<file path="config.mk">
export PLATFORM = sky130hd
export DESIGN_NAME = epp_front
export DESIGN_NICKNAME = d
export VERILOG_FILES = /design/src/hdl/epp_pkg.sv /design/src/hdl/epp_front.sv
export SDC_FILE = /design/constraint.sdc
export NUM_CORES = 1
export LEC_CHECK = 0
export BUFFER_PORTS_ARGS = -buffer_cell sky130_fd_sc_hd__buf_2
export CORE_ASPECT_RATIO = 1.5
export CORE_UTILIZATION = 60
export CTS_BUF_LIST = sky130_fd_sc_hd__clkbuf_4
export CTS_CLUSTER_DIAMETER = 150
export CTS_CLUSTER_SIZE = 24
export DETAILED_ROUTE_END_ITERATION = 10
export PLACE_DENSITY = 0.79
export SYNTH_ARGS = -nofsm -noshare
export SYNTH_HDL_FRONTEND = slang
export SYNTH_SLANG_ARGS = --single-unit
export TNS_END_PERCENT = 100
</file>
<file path="constraint.sdc">
create_clock -name i_clk -period 24.1 [get_ports i_clk]
set_input_delay 4.82 -clock i_clk [delete_from_list [all_inputs] [get_ports i_clk]]
set_output_delay 4.82 -clock i_clk [all_outputs]
set_load 0.02 [all_outputs]
</file>
<file path="src/hdl/epp_pkg.sv">
// epp_pkg: shared types and constants for the ellipse polygon block
// no dependencies
package epp_pkg;

    localparam int TURN_BITS    = 16;
    localparam int QUARTER_BITS = 14;
    localparam int COORD_W      = 20;
    localparam int OUT_W        = 21;
    localparam int SIN_W        = 17;   // signed q15, range -32768..32768
    localparam int HALF_PI_Q30  = 1686629713;

    // work item passed from the front end to the vertex engine
    typedef struct packed {
        logic signed [COORD_W-1:0] center_x;
        logic signed [COORD_W-1:0] center_y;
        logic [COORD_W-1:0]        axis_width;
        logic [COORD_W-1:0]        axis_height;
        logic [TURN_BITS-1:0]      rotation;
        logic [TURN_BITS-1:0]      angle_step;
        logic [6:0]                count;
    } t_job;

endpackage

</file>
<file path="src/hdl/epp_front.sv">
// epp_front: input stage, clamps the step, counts vertices, queues jobs
// depends on epp_pkg
module epp_front #(
    parameter int MAX_POINTS = 64
) (
    input  logic                          i_clk,
    input  logic                          i_rst_n,
    input  logic                          i_valid,
    output logic                          o_ready,
    input  logic signed [19:0]            i_center_x,
    input  logic signed [19:0]            i_center_y,
    input  logic [19:0]                   i_axis_width,
    input  logic [19:0]                   i_axis_height,
    input  logic [15:0]                   i_rotation,
    input  logic [15:0]                   i_angle_step,
    output logic                          o_job_valid,
    input  logic                          i_job_ready,
    output epp_pkg::t_job                 o_job
);
    import epp_pkg::*;

    localparam int MIN_STEP = (65536 + MAX_POINTS - 1) / MAX_POINTS;

    // two-entry queue
    t_job        r_q [2];
    logic        r_wp, r_rp;
    logic [1:0]  r_cnt;
    t_job        w_job;
    logic [15:0] w_step;
    logic [6:0]  w_count;

    // count = ceil(65536/step): search k with (k-1)*step < 65536 <= k*step is
    // long, so compare k*step directly: smallest k from a small loop of thresholds
    always_comb begin
        w_step  = (i_angle_step < 16'(MIN_STEP)) ? 16'(MIN_STEP) : i_angle_step;
        w_count = 7'(MAX_POINTS);
        for (int k = MAX_POINTS; k >= 1; k--) begin
            // independent compares, priority picks the smallest k
            if (32'(w_step) * 32'(k) >= 32'd65536) w_count = 7'(k);
        end
        w_job.center_x    = i_center_x;
        w_job.center_y    = i_center_y;
        w_job.axis_width  = i_axis_width;
        w_job.axis_height = i_axis_height;
        w_job.rotation    = i_rotation;
        w_job.angle_step  = w_step;
        w_job.count       = w_count;
    end

    assign o_ready     = (r_cnt != 2'd2);
    assign o_job_valid = (r_cnt != 2'd0);
    assign o_job       = r_q[r_rp];

    always_ff @(posedge i_clk) begin
        if (i_valid && o_ready) r_q[r_wp] <= w_job;
    end

    always_ff @(posedge i_clk) begin
        if (!i_rst_n) begin
            r_wp  <= 1'b0;
            r_rp  <= 1'b0;
            r_cnt <= 2'd0;
        end else begin
            if (i_valid && o_ready) r_wp <= ~r_wp;
            if (o_job_valid && i_job_ready) r_rp <= ~r_rp;
            r_cnt <= r_cnt + 2'(i_valid && o_ready) - 2'(o_job_valid && i_job_ready);
        end
    end

    a_cnt_bound: assert property (@(posedge i_clk) disable iff (!i_rst_n) r_cnt != 2'd3)
        else $error("queue count overflow");
    a_count_nz: assert property (@(posedge i_clk) disable iff (!i_rst_n)
        o_job_valid |-> (o_job.count != 7'd0))
        else $error("zero vertex count queued");
    a_full_stall: assert property (@(posedge i_clk) disable iff (!i_rst_n)
        (r_cnt == 2'd2) |-> !o_ready)
        else $error("accept while full");

endmodule

</file>
Word-level counts from Yosys, hierarchy flattened
Memory sizes are Yosys's and may differ from the RTL's. A register that Yosys moved wholly into a read port is not among the register bits.
Index checks and enable logic that the tools add are counted.
{ "classes": {"addsub": 2, "multipliers": 57, "n_lt_le_gt_ge": 64, "n_eq_ne": 1, "n_mux": 68, "n_bitwise": 2, "reduce_logical": 3} }
{ "ops": {"columns": ["operator", "n"], "rows": [
  ["$ge A22 B17 Y1 const B", 31],
  ["$mux W7", 63],
  ["$mul A16 B6 Y22 const B", 16],
  ["$ge A21 B17 Y1 const B", 16],
  ["$mul A16 B5 Y21 const B", 16],
  ["$mul A16 B4 Y20 const B", 12],
  ["$ge A20 B17 Y1 const B", 8],
  ["$mul A16 B3 Y19 const B", 8],
  ["$mul A16 B2 Y18 const B", 5],
  ["$ge A19 B17 Y1 const B", 4],
  ["$ge A18 B17 Y1 const B", 2],
  ["$ge A16 B17 Y1 const B", 1],
  ["$ge A17 B17 Y1 const B", 1],
  ["$lt A16 B11 Y1 const B", 1],
  ["$mux W16", 1],
  ["$mux W1", 4],
  ["$add A2 B1 Y2", 1],
  ["$logic_and A1 B1 Y1", 2],
  ["$ne A2 B2 Y1 const B", 1],
  ["$not A1 Y1", 2],
  ["$reduce_bool A2 Y1", 1],
  ["$sub A2 B1 Y2", 1]
]} }
{ "word_totals": {"ff_bits": 4, "mem_bits_rw": 238, "inputBits": 116, "out_inout_bits": 121, "elab_cells": 201, "n_memories": 1} }
{ "mem_list": {"columns": ["memory", "depth", "width", "rd", "rd_ports_with_merged_regs", "write_ports", "line_no", "rtl"], "rows": [
  ["r_q", 2, 119, 1, 1, 1, "epp_front.sv:25", "t_job r_q [2];"]
]} }

Longest topological paths before layout
{ "depth": {"depth_word": 67, "depth_mapped": 27, "ltp_nobuf": 26} }

Worst setup path after synthesis
OpenSTA, ideal clock, no wires.
{ "synth_path": {"kind": "in2reg", "startpoint": "in i_angle_step[14]", "endpoint": "mem r_q[0][0] (netlist name) (data pin)", "setup_ns": 0.263, "t_arrival_ns": 12.031, "required_ns": 23.837, "path_slack_ns": 11.806, "path_stages": 23, "n_path_buf": 0, "path_cell_list": "inv_1 -> ha_1 -> or3b_2 -> o21ai_1 -> inv_1 -> ha_1 -> inv_1 -> fa_1 -> inv_1 -> fa_1 -> ha_1 -> and3_1 -> a221oi_1 -> o21ai_0 -> o21bai_1 -> xor2_1 -> or3b_2 -> a2111oi_2 -> o311ai_0 -> and3_1 -> o211ai_1 -> a31oi_1 -> or2_1"} }
{ "synth_via": {"elab_chain_cells": 67, "elab_cells_between_ends": 185, "cone_classes": "mul: 57; order compare: 64; mux: 64"} }
{ "synth_rtl": {"columns": ["item", "line_no", "rtl"], "rows": [
  ["from (decl)", "epp_front.sv:15", "input logic [15:0] i_angle_step,"],
  ["$lt A16 B11 Y1", "epp_front.sv:35", "w_step = (i_angle_step < 16'(MIN_STEP)) ? 16'(MIN_STEP) : i_angle_step;"],
  ["$mux W16 *", "epp_front.sv:35", null],
  ["net w_step[14]", "epp_front.sv:29", "logic [15:0] w_step;"],
  ["$mul A16 B6 Y22", "epp_front.sv:39", "if (32'(w_step) * 32'(k) >= 32'd65536) w_count = 7'(k);"],
  ["$ge A22 B17 Y1", "epp_front.sv:39", null],
  ["$mux W7 (62 in series)", "epp_front.sv:39", null],
  ["$mux W7 *", "epp_front.sv:39", null],
  ["net w_count[0]", "epp_front.sv:30", "logic [6:0] w_count;"],
  ["to (decl)", "epp_front.sv:25", null]
]} }
Mark *: on every way through the listed nets, which the timed path passes. The rest lies on a longest branch.

Worst setup path in the final report
{ "layout_path": {"startpoint": "in i_angle_step[11]", "endpoint": "mem r_q[0][3] (netlist name) (data pin)"} }
{ "layout_via": {"elab_chain_cells": 67, "elab_cells_between_ends": 185, "cone_classes": "mul: 57; order compare: 64; mux: 64"} }
{ "layout_rtl": {"columns": ["item", "line_no"], "rows": [
  ["$lt A16 B11 Y1 *", "epp_front.sv:35"],
  ["$mux W16 *", "epp_front.sv:35"],
  ["net w_step[4]", "epp_front.sv:29"],
  ["$mul A16 B6 Y22", "epp_front.sv:39"],
  ["$ge A22 B17 Y1", "epp_front.sv:39"],
  ["$mux W7 (62 in series)", "epp_front.sv:39"],
  ["$mux W7 *", "epp_front.sv:39"],
  ["net w_count[3]", "epp_front.sv:30"]
]} }
Marked as above.

==> run metrics <==
run status finished with violations; failing checks DRC, capacitance limit, slew limit; CP Launch Type input port; Worst Hold Launch r_rp$_SDFFE_PN0P_; CTS hold repair buffers 0; Post-CTS Resized 0; Rel. slew slack -0.0173; Root Buffer clkbuf_4; Max Clk Rate 71.6 MHz; CP startpoint i_angle_step[11]; setup TNS 0 ns; Crit Reg-Reg Startpoint r_cnt[0]$_SDFF_PN0_; Routed WL per cell 30.9 µm; Async SR Flop Fraction 0; commonest non-fill, non-tap cell in the layout inv_1; Seq/Total Area, Yosys 0.178; final WL 163 mm; max-slew violation count 3; Hold WS 0.559 ns; Top Metal Used met5; slew of the pin with the lowest slew margin 1.51 ns; worst vdd ir 0.0737 mV; path type of the worst setup path in -> reg; Final HPWL DP 130 mm; Max Fanout on Critical Path 15; syn_nets 5,404; largest net degree at the start of global routing 77; Worst EP required 24.62 ns; unrepaired setup endpoints after global routing false; Finish-stage setup viols 0; Setup Fix Bufs, Post-CTS 0; Post-synth EDFFs 238; total core area 66,900 µm²; top_reg_cell synth edfxtp_1; Layout area overhead 6.51%; initial DRC count 3,171; nets 5,658; Worst Path Arrival 14.48 ns; I/O Buffers 236; routed length on met1 50.2 mm; met3 routed wirelength 16.1 mm; Final Critical Period 13.96 ns; Avg Cell Area, Syn 9.86 µm²; cts bufs inserted 14; num rows 116; Mapped Area 40,800 µm²; worst min-delay path class reg -> reg; Die ar. 69,000 µm²; num ports 237; Starting Density 0.609; CTS clk-pin slew, worst paths 0.22 ns; Worst path slowest cell nor2_1; vias in the first global route 36,172; fraction of layout cells with a size suffix above 1 0.111; final cycle utilization of the critical path 0.579; Max Root-Sink Buffers 3; CP dominant cell by count inv_1; crit end category flip-flop; first-pass GRT wire length 234 mm; WL met2 74.5 mm; DRC viols 2; Yosys reg bits 243; Leakage Power 20.6 nW; via count 35,022; Final ANT Viol Nets 0; CTS H-Tree Depth 1; die height 321 µm; GPL Wtd Cong 1.14; synthesized netlist cell count 4,131; Worst path max stage delay 0.93 ns; Critical Path, Cell by Cell buf_2, nor2_1, nand2_1, nand2_1, inv_1, buf_4, ha_1, inv_1, fa_1, fa_1, inv_1, ha_1, a21oi_1, o21ai_0, a2111oi_0, nor3_1, nor4_1, nor4bb_1, nand4_1, nor4_1, o21ai_1, a2111oi_1, o31ai_1, a211oi_1; highest-count cells in the layout ignoring fill and taps 784 x inv_1, 670 x ha_1, 487 x fa_1, 238 x edfxtp_1, 236 x buf_2; final hold viol count 0; CTS tree yes; DR vias/cell 6.63; Synth cell types 99; GR Util All Layers 0.476; grt total ovfl 0; initial antenna violation count 13; maxcap violations 1; pwr dens 81.4 nW/µm²; DRT Pass-1 Iters 8; Die X 215 µm; Worst-Skew Late Latency 0.72 ns; Synth warnings 0; Sink Count 243; clock skew 0.0523 ns
## report_power, final
part	switching [mW]	internal, mW	total [mW]	leakage (nW)
Combinational	1.80	1.02	2.83	18.3
Clock	0.125	0.0369	0.162	0.0943
Sequential	0.0212	0.524	0.546	2.27
## stage by stage
stage	power [mW]	setup slack (ns)	instances	utilization	area, µm²
after floorplan	2.36	11.81	4131	-	40800
after global placement	3.21	10.34	5253	0.646	43200
after detailed placement	3.24	10.18	5253	0.646	43200
after CTS	3.41	10.89	5272	0.648	43400
after global routing	3.74	10.16	5276	0.649	43400
final	3.53	10.14	5279	0.649	43400
## worst max-delay path, delay by kind of cell
family          cells  cell delay, ns
compound gates      7            1.99
simple gates        8            4.40
buf+inv             5            1.39
fa+ha+maj           4            1.84
## state kept, by name, summed over array words and instances, names as in the netlist, named ones only
name and count:
r_rp 1, r_cnt 2, r_q 238, r_wp 1
## logic make-up after synthesis
kind of cell / Yosys count / synth area share
AO/OA/AOI/OAI: 874 / 0.144
multiplexers: 144 / 0.0393
buffers and inverters: 835 / 0.0778
adder cells (fa/ha/maj): 1157 / 0.445
flip-flops: 243 / 0.178
AND/OR/NAND/NOR: 811 / 0.101
XOR/XNOR: 67 / 0.0144
## final timing paths
kind / endpoint / slack (ns) / depth (start not counted)
worst min-delay path: flip-flop / 0.56 / 2
worst max-delay path: r_q[0][3]$_DFFE_PP_ / 10.14 / 24
worst min register to register: flip-flop / 0.56 / 2
worst max register to register: r_q[0][26]$_DFFE_PP_ / 21.51 / 5
## final cells by class
cell class,count,area [µm²]
antenna,6,15.0
clock buffer,18,135
clock inverter,1,30.0
fill,5564,23500
inverter,787,2950
multi-input combinational,3053,30400
sequential,243,7250
tap,885,1110
timing repair buffer,286,1560
## cells in the mapped netlist (all sizes together) (23+ instances only)
library cell  count  area share
o21a             49      0.0090
nor3             67      0.0082
xnor2            48       0.010
o211ai           40      0.0074
inv             785       0.072
o21ai           177       0.022
fa              487        0.24
clkbuf           39      0.0038
nand3           107       0.013
nor2b            31      0.0048
nor4             27      0.0043
or3              26      0.0041
nand2           191       0.018
and3             29      0.0045
and2             23      0.0035
mux2            129       0.036
a31oi            27      0.0041
nor2            170       0.016
nand4            33      0.0052
a211oi           57       0.011
a21o             56       0.010
nand2b           35      0.0054
ha              670        0.21
a2111oi          27      0.0072
a21oi           223       0.028
edfxtp          238        0.18
## metal layers
layer  up-vias  track usage
li1      14916            -
met1     16943        0.470
met2      2217        0.781
met3       942        0.119
met4         4        0.525
met5         -            0
(Power assumes the default switching activity.)
